`config.mk`:
```
export PLATFORM = sky130hd
export DESIGN_NAME = channel_bin_packing_allocator_unit
export DESIGN_NICKNAME = d
export VERILOG_FILES = /design/src/cbpa_pkg.sv /design/src/channel_bin_packing_allocator_unit.sv /design/src/cbpa_cell.sv
export SDC_FILE = /design/constraint.sdc
export NUM_CORES = 2
export LEC_CHECK = 0
export ABC_AREA = 1
export BUFFER_PORTS_ARGS = -buffer_cell sky130_fd_sc_hd__buf_2
export CAP_MARGIN = 20
export CORE_MARGIN = 2
export CORE_UTILIZATION = 55
export CTS_BUF_LIST = sky130_fd_sc_hd__clkbuf_8
export DETAILED_ROUTE_END_ITERATION = 16
export HOLD_SLACK_MARGIN = 0.06
export PLACE_DENSITY = 0.81
export SYNTH_ARGS = -nofsm -noshare
export SYNTH_HDL_FRONTEND = slang
export SYNTH_HIERARCHICAL = 1
export SYNTH_SLANG_ARGS = --single-unit
```
`constraint.sdc`:
```
create_clock -name clk -period 15.04 [get_ports clk]
set_input_delay 2.256 -clock clk [delete_from_list [all_inputs] [get_ports clk]]
set_output_delay 2.256 -clock clk [all_outputs]
set_load 0.01 [all_outputs]
```
`src/cbpa_pkg.sv`:
```
// ----------------------------------------------------------------------------
// Channel bin packing allocator package
// Shared item types, candidate token, cell control and slot length table.
// ----------------------------------------------------------------------------
package cbpa_pkg;

	// Item operations
	localparam logic OP_REFILL = 1'b0;
	localparam logic OP_PLACE  = 1'b1;

	// Fit policy codes
	localparam logic [1:0] POL_FIRST = 2'd0;
	localparam logic [1:0] POL_BEST  = 2'd1;
	localparam logic [1:0] POL_WORST = 2'd2;

	// Widths and fixed values
	localparam int CHAN_IDX_W = 4;             // up to 16 channels
	localparam int CAP_W      = 17;
	localparam int LOAD_W     = 25;
	localparam int DEN_W      = 26;            // 1000 * period
	localparam int PROD_W     = 19;            // slot * work
	localparam int DIV_STEPS  = 25;            // quotient bits kept
	localparam int CNT_W      = 5;

	localparam logic [CAP_W-1:0]  FULL_CAPACITY = 17'd65536;
	localparam logic [LOAD_W-1:0] LOAD_MAX      = 25'd33554431;
	localparam logic [DEN_W-1:0]  DEN_SCALE     = 26'd1000;

	typedef struct packed {
		logic        operation;
		logic [9:0]  node_id;
		logic [7:0]  work_time;
		logic [15:0] period;
		logic [2:0]  lowest_channel;
		logic        last_node;
	} cbpa_in_t;

	typedef struct packed {
		logic [9:0]        placed_id;
		logic              placed;
		logic [2:0]        chosen_channel;
		logic [LOAD_W-1:0] node_load;
		logic [CAP_W-1:0]  capacity_left;
		logic              batch_done;
	} cbpa_out_t;

	// Best candidate so far, handed from cell to cell during the scan
	typedef struct packed {
		logic                  found;
		logic [CHAN_IDX_W-1:0] chan;
		logic [LOAD_W-1:0]     cost;
		logic [CAP_W-1:0]      cap_left;
		logic [LOAD_W-1:0]     base_cost;   // cost on channel 0
	} cbpa_token_t;

	// Broadcast control from the sequencer to every cell
	typedef struct packed {
		logic                  load;
		logic                  step;
		logic                  fill;
		logic                  commit;
		logic [CHAN_IDX_W-1:0] commit_chan;
		logic [CAP_W-1:0]      commit_left;
		logic [1:0]            policy;
	} cbpa_ctrl_t;

	typedef enum logic [2:0] {
		ST_IDLE,
		ST_LOAD,
		ST_DIV,
		ST_START,
		ST_SCAN,
		ST_COMMIT
	} cbpa_state_t;

	// Slot length per channel, indexed by channel mod 6
	function automatic logic [10:0] slot_len(input int unsigned sel);
		logic [10:0] val;
		case (sel)
			0: val = 11'd1810;
			1: val = 11'd987;
			2: val = 11'd493;
			3: val = 11'd267;
			4: val = 11'd154;
			5: val = 11'd82;
			default: val = 11'd0;
		endcase
		return val;
	endfunction

endpackage

```
`src/channel_bin_packing_allocator_unit.sv`:
```
// ----------------------------------------------------------------------------
// Channel bin packing allocator
// Places nodes onto channels by first, best or worst fit over a cell row.
// ----------------------------------------------------------------------------
// Usage:
//   in_valid/in_ready/in_data carry one item. A refill item (operation 0)
//   sets every channel back to full capacity at its transfer and gives no
//   result. A place item (operation 1) gives one result on
//   out_valid/out_ready/out_data.
//   cfg_valid/cfg_ready/cfg_data write the fit policy (0 first, 1 best,
//   2 worst, 3 acts as first); cfg_ready is always high. Write only while
//   the block is idle.
//   A place item passes, from its transfer to out_valid, through a load
//   state, a divide state in which every cell computes one quotient bit
//   of its own cost per cycle, a start state that launches the scan, a
//   scan in which the candidate token moves down the row one cell per
//   cycle, and a commit state. One item is handled at a time; the next
//   item can be taken in the cycle after the commit.
//   The result sits in an output register. If the receiver stalls, the
//   block still accepts and works the next item, and holds in its commit
//   cycle only while the previous result has not been taken.
//   Reset sets all capacities to full and the policy to best fit.
// ----------------------------------------------------------------------------
module channel_bin_packing_allocator_unit
	import cbpa_pkg::*;
#(
	parameter int CHANNELS = 8
) (
	input  logic       clk,
	input  logic       arst_n,
	input  logic       in_valid,
	output logic       in_ready,
	input  cbpa_in_t   in_data,
	output logic       out_valid,
	input  logic       out_ready,
	output cbpa_out_t  out_data,
	input  logic       cfg_valid,
	output logic       cfg_ready,
	input  logic [1:0] cfg_data
);

	cbpa_state_t       state_q;
	cbpa_state_t       state_nxt;
	logic [1:0]        policy_q;
	cbpa_in_t          node_q;
	logic [DEN_W-1:0]  den_q;
	logic              zero_q;
	logic [CNT_W-1:0]  div_cnt_q;
	logic              out_valid_q;
	cbpa_out_t         out_q;

	logic              in_xfer;
	logic              out_free;
	logic              div_last;
	logic              go_start;
	cbpa_ctrl_t        ctrl;
	logic [CHANNELS:0] go_w;
	cbpa_token_t       tok_w [CHANNELS+1];
	cbpa_token_t       final_tok;

	assign in_xfer   = in_valid && in_ready;
	assign out_free  = !out_valid_q || out_ready;
	assign div_last  = (div_cnt_q == CNT_W'(DIV_STEPS - 1));
	assign final_tok = tok_w[CHANNELS];
	assign cfg_ready = 1'b1;

	// Policy register
	always_ff @(posedge clk or negedge arst_n) begin
		if (!arst_n) begin
			policy_q <= POL_BEST;
		end else if (cfg_valid && cfg_ready) begin
			policy_q <= cfg_data;
		end
	end

	// Next state
	always_comb begin
		state_nxt = state_q;
		case (state_q)
			ST_IDLE: begin
				if (in_xfer && in_data.operation == OP_PLACE) begin
					state_nxt = ST_LOAD;
				end
			end
			ST_LOAD: state_nxt = ST_DIV;
			ST_DIV: begin
				if (div_last) begin
					state_nxt = ST_START;
				end
			end
			ST_START: state_nxt = ST_SCAN;
			ST_SCAN: begin
				if (go_w[CHANNELS]) begin
					state_nxt = ST_COMMIT;
				end
			end
			ST_COMMIT: begin
				if (out_free) begin
					state_nxt = ST_IDLE;
				end
			end
			default: state_nxt = ST_IDLE;
		endcase
	end

	// Sequencer outputs
	always_comb begin
		in_ready         = (state_q == ST_IDLE);
		go_start         = (state_q == ST_START);
		ctrl.load        = (state_q == ST_LOAD);
		ctrl.step        = (state_q == ST_DIV);
		ctrl.fill        = (state_q == ST_IDLE) && in_valid &&
			in_data.operation == OP_REFILL;
		ctrl.commit      = (state_q == ST_COMMIT) && out_free && final_tok.found;
		ctrl.commit_chan = final_tok.chan;
		ctrl.commit_left = final_tok.cap_left;
		ctrl.policy      = policy_q;
	end

	always_ff @(posedge clk or negedge arst_n) begin
		if (!arst_n) begin
			state_q <= ST_IDLE;
		end else begin
			state_q <= state_nxt;
		end
	end

	// Node fields and divisor, taken at the transfer
	always_ff @(posedge clk) begin
		if (in_xfer && in_data.operation == OP_PLACE) begin
			node_q <= in_data;
			den_q  <= DEN_W'(in_data.period) * DEN_SCALE;
			zero_q <= (in_data.period == 16'd0);
		end
	end

	// Divide step counter
	always_ff @(posedge clk or negedge arst_n) begin
		if (!arst_n) begin
			div_cnt_q <= '0;
		end else if (state_q == ST_LOAD) begin
			div_cnt_q <= '0;
		end else if (state_q == ST_DIV) begin
			div_cnt_q <= div_cnt_q + CNT_W'(1);
		end
	end

	// Cell row
	assign go_w[0]  = go_start;
	assign tok_w[0] = '0;

	for (genvar k = 0; k < CHANNELS; k++) begin : g_cell
		cbpa_cell #(
			.INDEX(k)
		) u_cell (
			.clk        (clk),
			.arst_n     (arst_n),
			.ctrl       (ctrl),
			.work       (node_q.work_time),
			.den        (den_q),
			.zero_period(zero_q),
			.low        (node_q.lowest_channel),
			.go_in      (go_w[k]),
			.tok_in     (tok_w[k]),
			.go_out     (go_w[k+1]),
			.tok_out    (tok_w[k+1])
		);
	end

	// Result register
	always_ff @(posedge clk) begin
		if (state_q == ST_COMMIT && out_free) begin
			out_q.placed_id  <= node_q.node_id;
			out_q.batch_done <= node_q.last_node;
			out_q.placed     <= final_tok.found;
			if (final_tok.found) begin
				out_q.chosen_channel <= final_tok.chan[2:0];
				out_q.node_load      <= final_tok.cost;
				out_q.capacity_left  <= final_tok.cap_left;
			end else begin
				out_q.chosen_channel <= 3'd0;
				out_q.node_load      <= final_tok.base_cost;
				out_q.capacity_left  <= '0;
			end
		end
	end

	always_ff @(posedge clk or negedge arst_n) begin
		if (!arst_n) begin
			out_valid_q <= 1'b0;
		end else if (state_q == ST_COMMIT && out_free) begin
			out_valid_q <= 1'b1;
		end else if (out_ready) begin
			out_valid_q <= 1'b0;
		end
	end

	assign out_valid = out_valid_q;
	assign out_data  = out_q;

	// Checks
	a_one_token: assert property (@(posedge clk) disable iff (!arst_n)
		$onehot0(go_w))
		else $error("more than one scan token in the cell row");

	a_idle_no_scan: assert property (@(posedge clk) disable iff (!arst_n)
		in_ready |-> (go_w == '0))
		else $error("scan token active while taking items");

	a_div_count: assert property (@(posedge clk) disable iff (!arst_n)
		(state_q == ST_DIV) |-> (div_cnt_q < CNT_W'(DIV_STEPS)))
		else $error("divide step count overran");

	a_commit_out: assert property (@(posedge clk) disable iff (!arst_n)
		(state_q == ST_COMMIT && out_free) |=> out_valid_q)
		else $error("commit did not present a result");

endmodule

```
`src/cbpa_cell.sv`:
```
// ----------------------------------------------------------------------------
// Channel cell
// Holds one channel's capacity, divides out the node cost one quotient bit
// per cycle, and folds itself into the candidate token passing down the row.
// ----------------------------------------------------------------------------
module cbpa_cell
	import cbpa_pkg::*;
#(
	parameter int INDEX = 0
) (
	input  logic              clk,
	input  logic              arst_n,
	input  cbpa_ctrl_t        ctrl,
	input  logic [7:0]        work,
	input  logic [DEN_W-1:0]  den,
	input  logic              zero_period,
	input  logic [2:0]        low,
	input  logic              go_in,
	input  cbpa_token_t       tok_in,
	output logic              go_out,
	output cbpa_token_t       tok_out
);

	localparam logic [10:0]           SLOT   = slot_len(INDEX % 6);
	localparam logic [CHAN_IDX_W-1:0] MY_IDX = CHAN_IDX_W'(INDEX);
	localparam bit                    FIRST  = (INDEX == 0);

	logic [CAP_W-1:0]  cap_q;
	logic [DEN_W-1:0]  rem_q;
	logic [24:0]       numlo_q;
	logic [LOAD_W-1:0] quo_q;
	logic              go_q;
	cbpa_token_t       tok_q;

	logic [PROD_W-1:0] prod;
	logic [DEN_W:0]    shifted;
	logic [DEN_W+1:0]  diff;
	logic              ge;
	logic [LOAD_W-1:0] cost;
	logic [CAP_W-1:0]  cap_left;
	logic              eligible;
	logic              take;
	cbpa_token_t       tok_nxt;

	// Numerator is slot * work * 65536; the top ten bits start the remainder
	assign prod    = PROD_W'(SLOT) * PROD_W'(work);
	assign shifted = {rem_q, numlo_q[24]};
	assign diff    = {1'b0, shifted} - {2'b0, den};
	assign ge      = ~diff[DEN_W+1];

	// Divider register: one restoring step per cycle
	always_ff @(posedge clk) begin
		if (ctrl.load) begin
			rem_q   <= {16'b0, prod[18:9]};
			numlo_q <= {prod[8:0], 16'b0};
			quo_q   <= '0;
		end else if (ctrl.step) begin
			rem_q   <= ge ? diff[DEN_W-1:0] : shifted[DEN_W-1:0];
			numlo_q <= {numlo_q[23:0], 1'b0};
			quo_q   <= {quo_q[LOAD_W-2:0], ge};
		end
	end

	// Scan evaluation against the incoming best candidate
	always_comb begin
		cost     = zero_period ? LOAD_MAX : quo_q;
		eligible = (MY_IDX >= {1'b0, low}) && (cost <= {8'b0, cap_q});
		cap_left = cap_q - cost[CAP_W-1:0];
		take     = eligible && (!tok_in.found ||
			(ctrl.policy == POL_BEST  && cap_left < tok_in.cap_left) ||
			(ctrl.policy == POL_WORST && cap_left > tok_in.cap_left));
		tok_nxt  = tok_in;
		if (take) begin
			tok_nxt.found    = 1'b1;
			tok_nxt.chan     = MY_IDX;
			tok_nxt.cost     = cost;
			tok_nxt.cap_left = cap_left;
		end
		if (FIRST) begin
			tok_nxt.base_cost = cost;
		end
	end

	always_ff @(posedge clk) begin
		if (go_in) begin
			tok_q <= tok_nxt;
		end
	end

	always_ff @(posedge clk or negedge arst_n) begin
		if (!arst_n) begin
			go_q <= 1'b0;
		end else begin
			go_q <= go_in;
		end
	end

	// Capacity: refill or commit of the chosen channel
	always_ff @(posedge clk or negedge arst_n) begin
		if (!arst_n) begin
			cap_q <= FULL_CAPACITY;
		end else if (ctrl.fill) begin
			cap_q <= FULL_CAPACITY;
		end else if (ctrl.commit && ctrl.commit_chan == MY_IDX) begin
			cap_q <= ctrl.commit_left;
		end
	end

	assign go_out  = go_q;
	assign tok_out = tok_q;

endmodule

```
==> results.md <==
- The flow ran to the end, but the final reports show violations.
- The checks that failed: slew limit.
- The share of final-layout standard cells stronger than drive strength 1 is 0.0510.
- After floorplanning, the core was divided into about 150 placement rows.
- The final-report max-slew violation count was 48.
- The clock passes through at most 3 buffers.
- Across all register-to-register paths, the minimum setup slack is 8.70 ns.
- The die is 417 um wide.
- The synthesized cell area is 94000 sq um.
- The number of enable-type register cells in the synthesized netlist is a little over 800.
- STA puts the critical path data arrival time at between 7 and 8 ns.
- The smallest clock period supported by the final layout is computed as roughly 6.3 ns.
- STA puts the critical path data required time at 15.87 ns.
- For this run, the post-layout net count is 13700.
- The post-detailed-route via-to-cell ratio is ~5.4.
- The library cells used most frequently in the layout, excluding fill and tap cells, are nand2_1 (3606), inv_1 (2345), ha_1 (978), nand3_1 (828), edfxtp_1 (814).
- The via count of the first global-routing pass came to 75600.
- Compared with the post-synthesis result, the final layout area differs by 8.42%.
- Registers take approximately 35000 sq um.
- The headroom to the max-slew limit is -0.131.
- On the worst path, the slowest cell contributes a delay of just under 0.8 ns.
- The critical path class is register to register.
- The pin count of the biggest net entering global routing is 74.
- The depth of the worst register-to-register path is 26.
- For this run, the detailed router's first-pass iteration total came to 8.
- The TritonCTS clock tree is built.
- The vias after detailed routing is roughly 81000.
- The cell area power density is about 180 nW/um^2.
- The initial utilization of the core area, before any placement, comes to 0.554.
- Power comes to 18.6 mW.
- The global-route wire length before repair is 401000 um.
- Averaged over all synthesized cells, the footprint is 7.68 sq um.
- The number of stages on the worst hold path is 0.
- The area of the multi-input gates is approximately 49000 sq um.
- During synthesis, Yosys emitted a total of 6 warnings.
- Max-cap violations in this run came to 0.
- In this run the critical register-to-register path is captured at g_cell[7].u_cell/tok_out[66].
- Across the VDD grid, the largest voltage drop is about 0.12 mV.
- The post-route fraction of the period consumed by the critical path is 0.421.
- The die covers 174000 sq um.
- For this run, the leading register cell type out of synthesis is edfxtp_1.
- The routed wire length is 255000 um.
- The final-layout fill cell count is around 15000.
- Leaving out fill and tap cells, the most frequent cell in the layout is nand2_1.
- For hold timing, the worst endpoint is out_data[50].
- After clock tree synthesis, the clock-pin slew on the worst setup and hold paths is about 0.06 ns.
- The all-layer global routing usage is 0.289.
- The most frequent cell on the critical path is nand2_1.
- The port buffer count is roughly 100.
- The post-synthesis async set-or-reset flop share is 0.118.
- The detail route stage leaves a number of antenna-violating nets equal to 0.
- The worst setup path is launched from a register.
- The wire-length estimate of the detail-placed layout is roughly 190000 um.
- The count of final hold-check violations was 0.
- Buffers added to address setup during post-CTS repair amount to 0.
- Post-CTS repair changed the size of 0 cells.
- The deepest level of the CTS H-tree is 4.
- The congestion estimate from routability-driven global placement came to 0.986.
- The tree is rooted in a clkbuf_8.
- The total global routing overflow is 0.
- The number of distinct library cells after synthesis is 61.
- Synthesis inferred roughly 1300 register bits.
- The path type of the worst min-delay path is register to register.
- The highest clock frequency the design can meet is approximately 160 MHz.
- The final clock skew is around 0.068 ns.
- The slew at the pin closest to its max-slew limit is roughly 1.7 ns.
- After clock tree synthesis, the flow added hold-fix buffers numbering 0.
- In the final routed layout, each cell accounts on average for between 15 and 20 um.
- For this run, design rule violations remaining after detail routing come to 0.
- The worst reg2reg path startpoint is zero_q.
- Setup repair after global routing left no endpoint under its margin.
- The first-iteration detailed-routing DRC count is between 8000 and 9000.
- The clock net in this run drives a total of between 1000 and 1500 sinks.
- In this run the count of I/O pins placed on the die edge is around 110.
- In this run, CTS created clock tree buffers numbering 219.
- Synthesis produced around 12000 cells.
- The number of endpoints failing setup at the final stage is 0.
- The cell at the slowest stage of the critical path is nand2_4.
- In the final timing run, aggregate negative setup slack is 0 ns.
- The die is about 420 um tall.
- The worst hold path begins at node_q[31].
- The total core area is ~170000 sq um.
- The clock reaches the later pin of the worst-skew pair after 0.99 ns.
- The number of antenna violations at the first check in global routing is 21.
- The worst setup path is captured at a register.
- The static power due to leakage is around 52 nW.
- Of all nets on the critical path, the largest fanout is 59.
- The sequential fraction of the synthesis area is 0.374.
-- routing by layer --
layer / up-vias / global-route usage / part of all wire
li1: 39800 / - / -
met5: - / 0 / 0.00014
met2: 3257 / 0.456 / 0.44
met4: 6 / 0.136 / 0.049
met1: 37300 / 0.390 / 0.42
met3: 592 / 0.0446 / 0.086
-- registers in the layout, indices dropped and copies added, names as in the netlist, 22 cells and up --
signal                 count
node_q                    22
g_cell.u_cell/cap_q      136
g_cell.u_cell/quo_q      200
g_cell.u_cell/tok_out    576
out_data                  57
den_q                     23
g_cell.u_cell/numlo_q     68
g_cell.u_cell/rem_q      208
-- cells in the mapped netlist, drive strengths merged, types with 29 or more instances --
master,instances,area share
nand4,128,0.0086
fa,192,0.041
nand3,835,0.045
xor2,101,0.0094
nor3,83,0.0046
inv,2267,0.091
dfxtp,341,0.073
a21oi,545,0.030
buf,129,0.0091
dfrtp,146,0.039
edfxtp,814,0.26
nor2,782,0.031
nand2,3633,0.15
or2,39,0.0026
a21boi,47,0.0038
nand3b,31,0.0025
o22ai,185,0.012
clkbuf,124,0.0050
o211ai,75,0.0060
ha,978,0.13
xnor2,88,0.0082
o21bai,60,0.0048
o21ai,470,0.025
a21o,29,0.0023
-- metrics by stage --
| step | hold WS, ns | std cells | utilization | setup slack [ns] | area, sq um |
|---|---|---|---|---|---|
| after CTS | 0.398 | 14900 | 0.600 | 8.87 | 102000 |
| after global routing | 0.415 | 14900 | 0.601 | 8.28 | 102000 |
| after global placement | 0.400 | 14500 | 0.572 | 8.93 | 97100 |
| after detailed placement | 0.405 | 14500 | 0.572 | 8.87 | 97100 |
| after floorplan | 0.400 | 12300 | - | 9.38 | 94400 |
| final | 0.385 | 14900 | 0.601 | 8.70 | 102000 |
-- logic make-up (layout without fill, tap and decap cells) --
family | count (synthesis) | after routing | share of synthesized area
buffers and inverters | 2527 | 2888 | 0.105
DFF | 1310 | 1310 | 0.374
adders and majority gates | 1170 | 1170 | 0.171
and+or+nand+nor | 5586 | 5586 | 0.244
xor gates and xnor gates | 189 | 189 | 0.0176
AOI/OAI and AO/OA | 1453 | 1453 | 0.0876
muxes | 2 | 2 | 0.000240
other | 2 | 110 | 0.0000799
-- worst max-delay path by stage --
stage               slack (ns)  depth (start not counted)        start                      endpoint
floorplan                 9.38                         16  in_data[15]                     den_q[23]
finish                    8.70                         26       zero_q  g_cell[7].u_cell/tok_out[66]
global placement          8.93                         17  in_data[15]                     den_q[23]
global route              8.28                         26       zero_q  g_cell[7].u_cell/tok_out[62]
detailed placement        8.87                         26       zero_q  g_cell[7].u_cell/tok_out[66]
CTS                       8.87                         26       zero_q  g_cell[7].u_cell/tok_out[66]
-- cell type report --
| cell class | count | area share |
|---|---|---|
| clock inverters | 168 | 0.0133 |
| repair buffers | 198 | 0.0122 |
| flip-flops and latches | 1310 | 0.345 |
| clock buffers | 248 | 0.0335 |
| diodes | 12 | 0.000295 |
| well taps | 2218 | 0.0272 |
| multi-input cells | 8498 | 0.485 |
| inverters | 2274 | 0.0838 |
-- worst max-delay path, delay by kind of cell, from the launching register on --
kind | cells | cell delay (ns)
flops | 1 | 0.35
fa+ha+maj | 3 | 0.90
buf+inv | 6 | 1.68
simple gates | 17 | 3.21
-- report_power, final --
part	switching [mW]	internal, mW	leakage, nW
Sequential	0.611	4.98	12.4
Combinational	6.42	3.23	36.7
Clock	1.58	1.82	2.76
No activity file was read; power rests on OpenSTA's default activity.
